**config.mk**
```make
export PLATFORM = sky130hd
export DESIGN_NAME = byte_stack_engine_top
export DESIGN_NICKNAME = d
export VERILOG_FILES = /design/src/sv/bse_pkg.sv /design/src/sv/bse_cell.sv /design/src/sv/bse_decode.sv /design/src/sv/byte_stack_engine_top.sv
export SDC_FILE = /design/constraint.sdc
export NUM_CORES = 2
export LEC_CHECK = 0
export BUFFER_PORTS_ARGS = -buffer_cell sky130_fd_sc_hd__buf_2
export CELL_PAD_IN_SITES_DETAIL_PLACEMENT = 1
export CELL_PAD_IN_SITES_GLOBAL_PLACEMENT = 1
export CORE_MARGIN = 10
export CORE_UTILIZATION = 30
export CTS_CLUSTER_SIZE = 10
export DETAILED_ROUTE_END_ITERATION = 8
export PLACE_DENSITY = 0.53
export SYNTH_ARGS = -nofsm -noshare
export SYNTH_HDL_FRONTEND = slang
export SYNTH_HIERARCHICAL = 1
export SYNTH_SLANG_ARGS = --single-unit
```
**constraint.sdc**
```tcl
create_clock -name clk -period 27.7 [get_ports clk]
set_input_delay 4.155 -clock clk [delete_from_list [all_inputs] [get_ports clk]]
set_output_delay 4.155 -clock clk [all_outputs]
set_load 0.01 [all_outputs]
```
**src/sv/bse_pkg.sv**
```systemverilog
// ----------------------------------------------------------------------------
// bse_pkg
// Shared types and constants for the byte stack engine.
// ----------------------------------------------------------------------------
`default_nettype none

package bse_pkg;

	// Stack operation codes carried on the opcode field
	typedef enum logic [3:0] {
		OP_PUSH = 4'd0,
		OP_POP  = 4'd1,
		OP_PEEK = 4'd2,
		OP_DROP = 4'd3,
		OP_SWAP = 4'd4,
		OP_OVER = 4'd5,
		OP_ROT  = 4'd6,
		OP_ROLL = 4'd7,
		OP_PICK = 4'd8
	} opcode_t;

	// What every cell of the chain does on each clock
	typedef enum logic [1:0] {
		CELL_HOLD = 2'd0,
		CELL_PUSH = 2'd1, // take the value of the cell above (toward the top)
		CELL_POP  = 2'd2, // take the value of the cell below
		CELL_ROLL = 2'd3  // cells above roll_end take below, roll_end takes top
	} cell_op_t;

	typedef struct packed {
		cell_op_t    op;
		logic [7:0]  push_data;
		logic        rd_en;
	} cell_cmd_t;

	// Cells per group in the registered read tree
	localparam int GRP = 16;

endpackage

`default_nettype wire

```
**src/sv/bse_cell.sv**
```systemverilog
// ----------------------------------------------------------------------------
// bse_cell
// One stack slot: a byte register fed by its neighbors and the top cell.
// ----------------------------------------------------------------------------
`default_nettype none

module bse_cell #(
	parameter int IW  = 6,
	parameter int IDX = 0
) (
	input  wire logic            clk,
	input  wire logic            arst_n,
	input  wire bse_pkg::cell_op_t op,
	input  wire logic [IW-1:0]   roll_end,
	input  wire logic [IW-1:0]   sel,
	input  wire logic            rd_en,
	input  wire logic [7:0]      prev_val,
	input  wire logic [7:0]      next_val,
	input  wire logic [7:0]      top_val,
	output logic [7:0]           val,
	output logic [7:0]           rd_val
);
	import bse_pkg::*;

	localparam logic [IW-1:0] MY_IDX = IW'(IDX);

	logic [7:0] val_q;
	logic [7:0] val_nxt;

	always_comb begin
		val_nxt = val_q;
		case (op)
			CELL_PUSH: val_nxt = prev_val;
			CELL_POP:  val_nxt = next_val;
			CELL_ROLL: begin
				if (MY_IDX < roll_end)
					val_nxt = next_val;
				else if (MY_IDX == roll_end)
					val_nxt = top_val;
			end
			default:   val_nxt = val_q;
		endcase
	end

	always_ff @(posedge clk or negedge arst_n) begin
		if (!arst_n)
			val_q <= '0;
		else
			val_q <= val_nxt;
	end

	assign val    = val_q;
	assign rd_val = (rd_en && (sel == MY_IDX)) ? val_q : 8'd0;

endmodule

`default_nettype wire

```
**src/sv/bse_decode.sv**
```systemverilog
// ----------------------------------------------------------------------------
// bse_decode
// Turns one opcode and the current depth into a command for the cell chain.
// ----------------------------------------------------------------------------
`default_nettype none

module bse_decode #(
	parameter int CAPACITY = 64,
	parameter int IW       = 6,
	parameter int DW       = 7
) (
	input  wire logic [3:0]        opcode,
	input  wire logic [7:0]        push_value,
	input  wire logic [7:0]        position,
	input  wire logic [DW-1:0]     depth,
	input  wire logic [7:0]        second,
	output bse_pkg::cell_cmd_t     cmd,
	output logic [IW-1:0]          roll_end,
	output logic [IW-1:0]          sel,
	output logic [DW-1:0]          depth_nxt,
	output logic                   ovf
);
	import bse_pkg::*;

	localparam int CW = (DW > 8) ? DW : 8;
	localparam logic [DW-1:0] CAP = DW'(CAPACITY);

	logic          full;
	logic [CW-1:0] pos_x;
	logic [CW-1:0] d_x;
	logic [CW-1:0] pos_m1;
	logic [DW-1:0] d_inc;
	logic [DW-1:0] d_dec;

	assign full   = (depth == CAP);
	assign pos_x  = CW'(position);
	assign d_x    = CW'(depth);
	assign pos_m1 = pos_x - CW'(1);
	assign d_inc  = depth + DW'(1);
	assign d_dec  = depth - DW'(1);

	always_comb begin
		cmd.op        = CELL_HOLD;
		cmd.push_data = 8'd0;
		cmd.rd_en     = 1'b0;
		roll_end      = '0;
		sel           = '0;
		depth_nxt     = depth;
		ovf           = 1'b0;
		case (opcode_t'(opcode))
			OP_PUSH: begin
				if (full) begin
					ovf = 1'b1;
				end else begin
					cmd.op        = CELL_PUSH;
					cmd.push_data = push_value;
					depth_nxt     = d_inc;
				end
			end
			OP_POP, OP_DROP: begin
				cmd.rd_en = (opcode_t'(opcode) == OP_POP);
				if (depth != '0) begin
					cmd.op    = CELL_POP;
					depth_nxt = d_dec;
				end
			end
			OP_PEEK: begin
				// empty stack: cell 0 holds zero
				cmd.rd_en = 1'b1;
			end
			OP_SWAP: begin
				if (depth >= DW'(2)) begin
					cmd.op   = CELL_ROLL;
					roll_end = IW'(1);
				end
			end
			OP_OVER: begin
				if (depth >= DW'(2)) begin
					if (full) begin
						ovf = 1'b1;
					end else begin
						cmd.op        = CELL_PUSH;
						cmd.push_data = second;
						depth_nxt     = d_inc;
					end
				end
			end
			OP_ROT: begin
				if (depth >= DW'(3)) begin
					cmd.op   = CELL_ROLL;
					roll_end = IW'(2);
				end
			end
			OP_ROLL: begin
				if (pos_x > d_x) begin
					// roll past the bottom pushes a zero
					if (full) begin
						ovf = 1'b1;
					end else begin
						cmd.op    = CELL_PUSH;
						depth_nxt = d_inc;
					end
				end else if (pos_x >= CW'(2)) begin
					cmd.op   = CELL_ROLL;
					roll_end = pos_m1[IW-1:0];
				end
			end
			OP_PICK: begin
				// cells below the depth are zero, so an empty stack reads 0
				cmd.rd_en = 1'b1;
				if (pos_x >= d_x)
					sel = d_dec[IW-1:0];
				else
					sel = position[IW-1:0] & {IW{1'b1}};
			end
			default: begin
				cmd.op = CELL_HOLD;
			end
		endcase
	end

endmodule

`default_nettype wire

```
**src/sv/byte_stack_engine_top.sv**
```systemverilog
// ----------------------------------------------------------------------------
// byte_stack_engine_top
// Byte stack for a stack-language machine built as a chain of cells.
// ----------------------------------------------------------------------------
// The stack is a row of CAPACITY byte cells, cell 0 holding the top item;
// every operation (push, pop, peek, drop, swap, over, rot, roll, pick) is a
// read or one shift or partial rotate of the chain and completes in the
// cycle its beat is accepted, so the block takes one beat per cycle unless
// in_stall is high. Each beat yields one result beat: the read value goes
// through a registered OR tree over groups of 16 cells, then the output
// register. Reads of empty slots return 0 because freed cells are cleared.
`default_nettype none

module byte_stack_engine_top #(
	parameter int CAPACITY = 64
) (
	input  wire logic       clk,
	input  wire logic       arst_n,
	input  wire logic       in_valid,
	output logic            in_stall,
	input  wire logic [3:0] opcode,
	input  wire logic [7:0] push_value,
	input  wire logic [7:0] position,
	output logic            out_valid,
	input  wire logic       out_stall,
	output logic [7:0]      read_value,
	output logic [6:0]      depth,
	output logic            is_empty,
	output logic            overflowed
);
	import bse_pkg::*;

	localparam int IW   = $clog2(CAPACITY);
	localparam int DW   = $clog2(CAPACITY + 1);
	localparam int NGRP = (CAPACITY + GRP - 1) / GRP;

	logic [DW-1:0] depth_q;
	logic [DW-1:0] depth_nxt;
	logic          ovf;
	cell_cmd_t     cmd;
	logic [IW-1:0] roll_end;
	logic [IW-1:0] sel;
	cell_op_t      cell_op;
	logic          in_fire;
	logic          out_load;

	logic [7:0] cell_val [CAPACITY];
	logic [7:0] rd_pad   [NGRP*GRP];
	logic [7:0] grp_or   [NGRP];

	logic          valid_s1;
	logic [7:0]    grp_s1 [NGRP];
	logic [DW-1:0] depth_s1;
	logic          ovf_s1;

	logic          out_valid_q;
	logic [7:0]    read_value_q;
	logic [DW-1:0] depth_out_q;
	logic          ovf_q;
	logic [7:0]    rd_sum;

	assign out_load = valid_s1 && (!out_valid_q || !out_stall);
	assign in_stall = valid_s1 && !out_load;
	assign in_fire  = in_valid && !in_stall;
	assign cell_op  = in_fire ? cmd.op : CELL_HOLD;

	bse_decode #(
		.CAPACITY (CAPACITY),
		.IW       (IW),
		.DW       (DW)
	) u_decode (
		.opcode     (opcode),
		.push_value (push_value),
		.position   (position),
		.depth      (depth_q),
		.second     (cell_val[1]),
		.cmd        (cmd),
		.roll_end   (roll_end),
		.sel        (sel),
		.depth_nxt  (depth_nxt),
		.ovf        (ovf)
	);

	for (genvar i = 0; i < NGRP*GRP; i++) begin : g_cell
		if (i < CAPACITY) begin : g_real
			logic [7:0] prev_v;
			logic [7:0] next_v;
			if (i == 0) begin : g_first
				assign prev_v = cmd.push_data;
			end else begin : g_mid_p
				assign prev_v = cell_val[i-1];
			end
			if (i == CAPACITY - 1) begin : g_last
				assign next_v = 8'd0;
			end else begin : g_mid_n
				assign next_v = cell_val[i+1];
			end
			bse_cell #(
				.IW  (IW),
				.IDX (i)
			) u_cell (
				.clk      (clk),
				.arst_n   (arst_n),
				.op       (cell_op),
				.roll_end (roll_end),
				.sel      (sel),
				.rd_en    (cmd.rd_en),
				.prev_val (prev_v),
				.next_val (next_v),
				.top_val  (cell_val[0]),
				.val      (cell_val[i]),
				.rd_val   (rd_pad[i])
			);
		end else begin : g_pad
			assign rd_pad[i] = 8'd0;
		end
	end

	// first level of the read tree, registered per group
	for (genvar g = 0; g < NGRP; g++) begin : g_grp
		always_comb begin
			grp_or[g] = 8'd0;
			for (int k = 0; k < GRP; k++)
				grp_or[g] = grp_or[g] | rd_pad[g*GRP + k];
		end
		always_ff @(posedge clk) begin
			if (in_fire)
				grp_s1[g] <= grp_or[g];
		end
	end

	always_comb begin
		rd_sum = 8'd0;
		for (int g = 0; g < NGRP; g++)
			rd_sum = rd_sum | grp_s1[g];
	end

	always_ff @(posedge clk or negedge arst_n) begin
		if (!arst_n) begin
			depth_q     <= '0;
			valid_s1    <= 1'b0;
			out_valid_q <= 1'b0;
		end else begin
			if (in_fire)
				depth_q <= depth_nxt;
			if (in_fire)
				valid_s1 <= 1'b1;
			else if (out_load)
				valid_s1 <= 1'b0;
			if (out_load)
				out_valid_q <= 1'b1;
			else if (!out_stall)
				out_valid_q <= 1'b0;
		end
	end

	always_ff @(posedge clk) begin
		if (in_fire) begin
			depth_s1 <= depth_nxt;
			ovf_s1   <= ovf;
		end
		if (out_load) begin
			read_value_q <= rd_sum;
			depth_out_q  <= depth_s1;
			ovf_q        <= ovf_s1;
		end
	end

	assign out_valid  = out_valid_q;
	assign read_value = read_value_q;
	assign depth      = 7'(depth_out_q);
	assign is_empty   = (depth_out_q == '0);
	assign overflowed = ovf_q;

endmodule

`default_nettype wire
```
==> impl_metrics.tcl <==
set metrics [dict create \
    outcome "finished clean" \
    cts_setup_buffers 0 \
    grt_max_degree 123 \
    chipHeight_um 430.4 \
    p_clk_share_pct 22.6 \
    portBuffers 42 \
    r2r-start "depth_q[4]$_DFFE_PN0P_" \
    htree_levels 3 \
    antenna_left 0 \
    core_sq_um 167200 \
    postCtsHoldBufs 0 \
    hp-class "reg -> reg" \
    end_kind "register" \
    p_sw_mw 2.351 \
    fillCellCount 19100 \
    crit_type "in -> reg" \
    drive_gt1_share_pct 15.07 \
    p_seq_share_pct 42.7 \
    grt_antenna_before_repair 3 \
    clock_skew_ns 0.03479 \
    power_leakage_nw 19.15 \
    drv_slew 0 \
    yosysSeqAreaShare_pct 29.13 \
    postLayoutSetupSlackWorst_ns 18.34 \
    clock-root-buffer "clkbuf_16" \
    io_pins 43 \
    slowest_delay_ns 0.80 \
    synth_warnings 6 \
    worst_slew_pin_slew_ns 1.289 \
    synthCells 5536 \
    die_area_sq_um 185200 \
    seq_area_sq_um 14750 \
    dr.pass1.iters 6 \
    cts_sinks 577 \
    dr_total_vias 48680 \
    critPathLaunch "position[5]" \
    cts-resized-gates 0 \
    p_int_mw 2.621 \
    comb_power_share_pct 34.7 \
    fin_cells 7684 \
    fp.dieW_um 430.4 \
    multi_input_area_sq_um 33060 \
    grt_pass1_wl_um 340500 \
    hold_viol_final 0 \
    finalSetupViolations 0 \
    arrival_ns 9.91 \
    setup_tns_ns 0 \
    path_cells "buf_2 -> ha_1 -> and4b_1 -> o2111ai_1 -> a21oi_1 -> a21o_4 -> nand2_1 -> nand4_1 -> and3_4 -> buf_4 -> buf_4 -> ha_1 -> nand4_1 -> and4_1 -> or4_1" \
    finalCritPeriodShare_pct 33.78 \
    grt_setup_unrepaired "false" \
    area_delta_synth_final_pct 8.412 \
    cts_buffers 85 \
    irDropWorstVdd_uv 65.08 \
    pre_cts_ws_ns 17.76 \
    drtIter0Drc 3984 \
    wl_per_cell_um 29.61 \
    powerDensity_nw_per_um2 90.77 \
    drc 0 \
    grt_usage_pct 23.44 \
    place_congestion 0.8513 \
    start_util_pct 30.21 \
    dp_hpwl_um 149600 \
    cpMaxStageDelayCell "nand4_1" \
    drv_cap 0 \
    grt_pass1_vias 48980 \
    finalNetCount 5567 \
    synth_area_per_cell_sq_um 9.127 \
    post-place-cells 7522 \
    hold_start "depth_s1[3]$_DFFE_PP_" \
    routed_wl_um 227600 \
    num_rows 150 \
    path_clk_slew_ns 0.06 \
    cts_tree "done" \
    synth_ff_type "dfrtp_1" \
    gr-total-overflow 0 \
    ys_seq_elements 577 \
    min_period_ns 9.356 \
    syn_area_sq_um 50520 \
    vias_per_cell 6.336 \
    cp-start-kind "input pin" \
    hold_slack_ns 0.4209 \
    synth_edf_count 56 \
    cts_buffer_depth 3 \
    synth_cell_type_count 172 \
    synth-async-reset-ratio_pct 90.29 \
    switching_share_pct 47.29 \
    fmaxAchievable_mhz 106.9 \
    slew_headroom_pct 13.28 \
    required_ns 28.26 \
    crit_fanout 39 \
    clock_latency_ns 0.70 \
]
==> power groups by stage <==
stage	Sequential [mW]	Combinational [mW]	Clock, mW
final	2.12	1.73	1.12
after floorplan	1.61	1.26	0
after detailed placement	2.12	1.70	0
after global routing	2.17	1.89	1.19
after CTS	2.11	1.71	1.15
after global placement	2.12	1.67	0
==> sequential cells by signal, summed over array words and instances (netlist names) <==
signal and count:
grp_s1 32, depth_q 7, depth_s1 7, g_cell.g_real.u_cell/val 512, depth 7, ovf_s1 1
read_value 8, valid_s1 1, overflowed 1, out_valid 1
==> critical path, delay by kind of cell <==
family                   cells  cell delay (ns)
buffers and inverters        3             1.26
AND/OR/NAND/NOR              7             2.79
AO/OA/AOI/OAI                3             0.86
adder cells (fa/ha/maj)      2             0.80
==> cell families (layout without fill, tap and decap cells) <==
group	after synthesis	count (layout)	share of synthesized area [%]
AND/OR/NAND/NOR	2432	2432	28.91
other	1	13	0.007422
flip-flops	577	577	29.13
XOR/XNOR	10	10	0.1734
buffers and inverters	500	432	5.735
AO/OA/AOI/OAI	1679	1679	28.24
adder cells (fa/ha/maj)	138	138	3.417
multiplexers	199	199	4.383
==> path summary, 6_finish.rpt <==
kind,depth (start not counted),slack (ns),to
min in group asynchronous,1,3.40,g_cell[58].g_real.u_cell/val[4]$_DFFE_PN0P_
max in group asynchronous,4,21.44,g_cell[12].g_real.u_cell/val[6]$_DFFE_PN0P_
hold reg to reg,0,0.42,depth[3]$_DFFE_PP_
setup / recovery,15,18.34,g_cell[28].g_real.u_cell/val[0]$_DFFE_PN0P_
setup reg to reg,15,21.20,g_cell[28].g_real.u_cell/val[0]$_DFFE_PN0P_
hold / removal,0,0.42,depth[3]$_DFFE_PP_
==> area by class of cell <==
type	count	share of cell area (%)
inverters	164	1.124
flip-flops and latches	577	26.93
diodes	5	0.02284
clock buffers	136	4.749
multi-input cells	4466	60.35
well taps	2204	5.034
clock inverters	21	0.3266
repair buffers	111	1.462
==> synthesized netlist by cell type (all sizes together), types with 102 or more instances <==
library cell  instances  share of area (%)
mux2i               102                2.0
a22oi               143                2.2
a41oi               193                4.8
buf                 226                3.5
nand3               251                2.6
inv                 164                1.2
a21oi               276                3.1
nand2               300                2.2
ha                  138                3.4
nor3b               157                2.4
dfrtp               521                 26
o21ai               115                1.3
a221oi              119                2.3
nor4                194                2.6
o211ai              107                1.7
a31oi               148                2.1
nand4               156                2.0
and2                504                6.3
nor2                368                3.0
==> per-stage QoR <==
stage / cell area (sq um) / power [mW] / utilization, %
final: 54780 / 4.972 / 32.76
after detailed placement: 51980 / 3.826 / 31.09
after global placement: 51980 / 3.793 / 31.09
after floorplan: 50550 / 2.870 / -
after CTS: 54760 / 4.975 / 32.75
after global routing: 54770 / 5.240 / 32.75
==> layer usage <==
metal	up-vias	share of wire, %	global-route usage (%)
li1	21580	-	-
met1	25240	47	32.79
met3	376	4.6	2.708
met4	0	3.1	7.694
met2	1488	46	37.35
met5	-	0	0
==> cell usage in the layout, fill, tap and decap left out, drive strengths merged, types with 102 or more instances in the layout <==
master / n
nor3b: 157
and2: 504
inv: 168
nand2: 300
a41oi: 193
nand3: 251
ha: 138
mux2i: 102
clkbuf: 136
a31oi: 148
o211ai: 107
a22oi: 143
dfrtp: 521
o21ai: 115
nand4: 156
nor2: 368
buf: 111
a221oi: 119
a21oi: 276
nor4: 194
No activity file was read; power rests on OpenSTA's default activity.
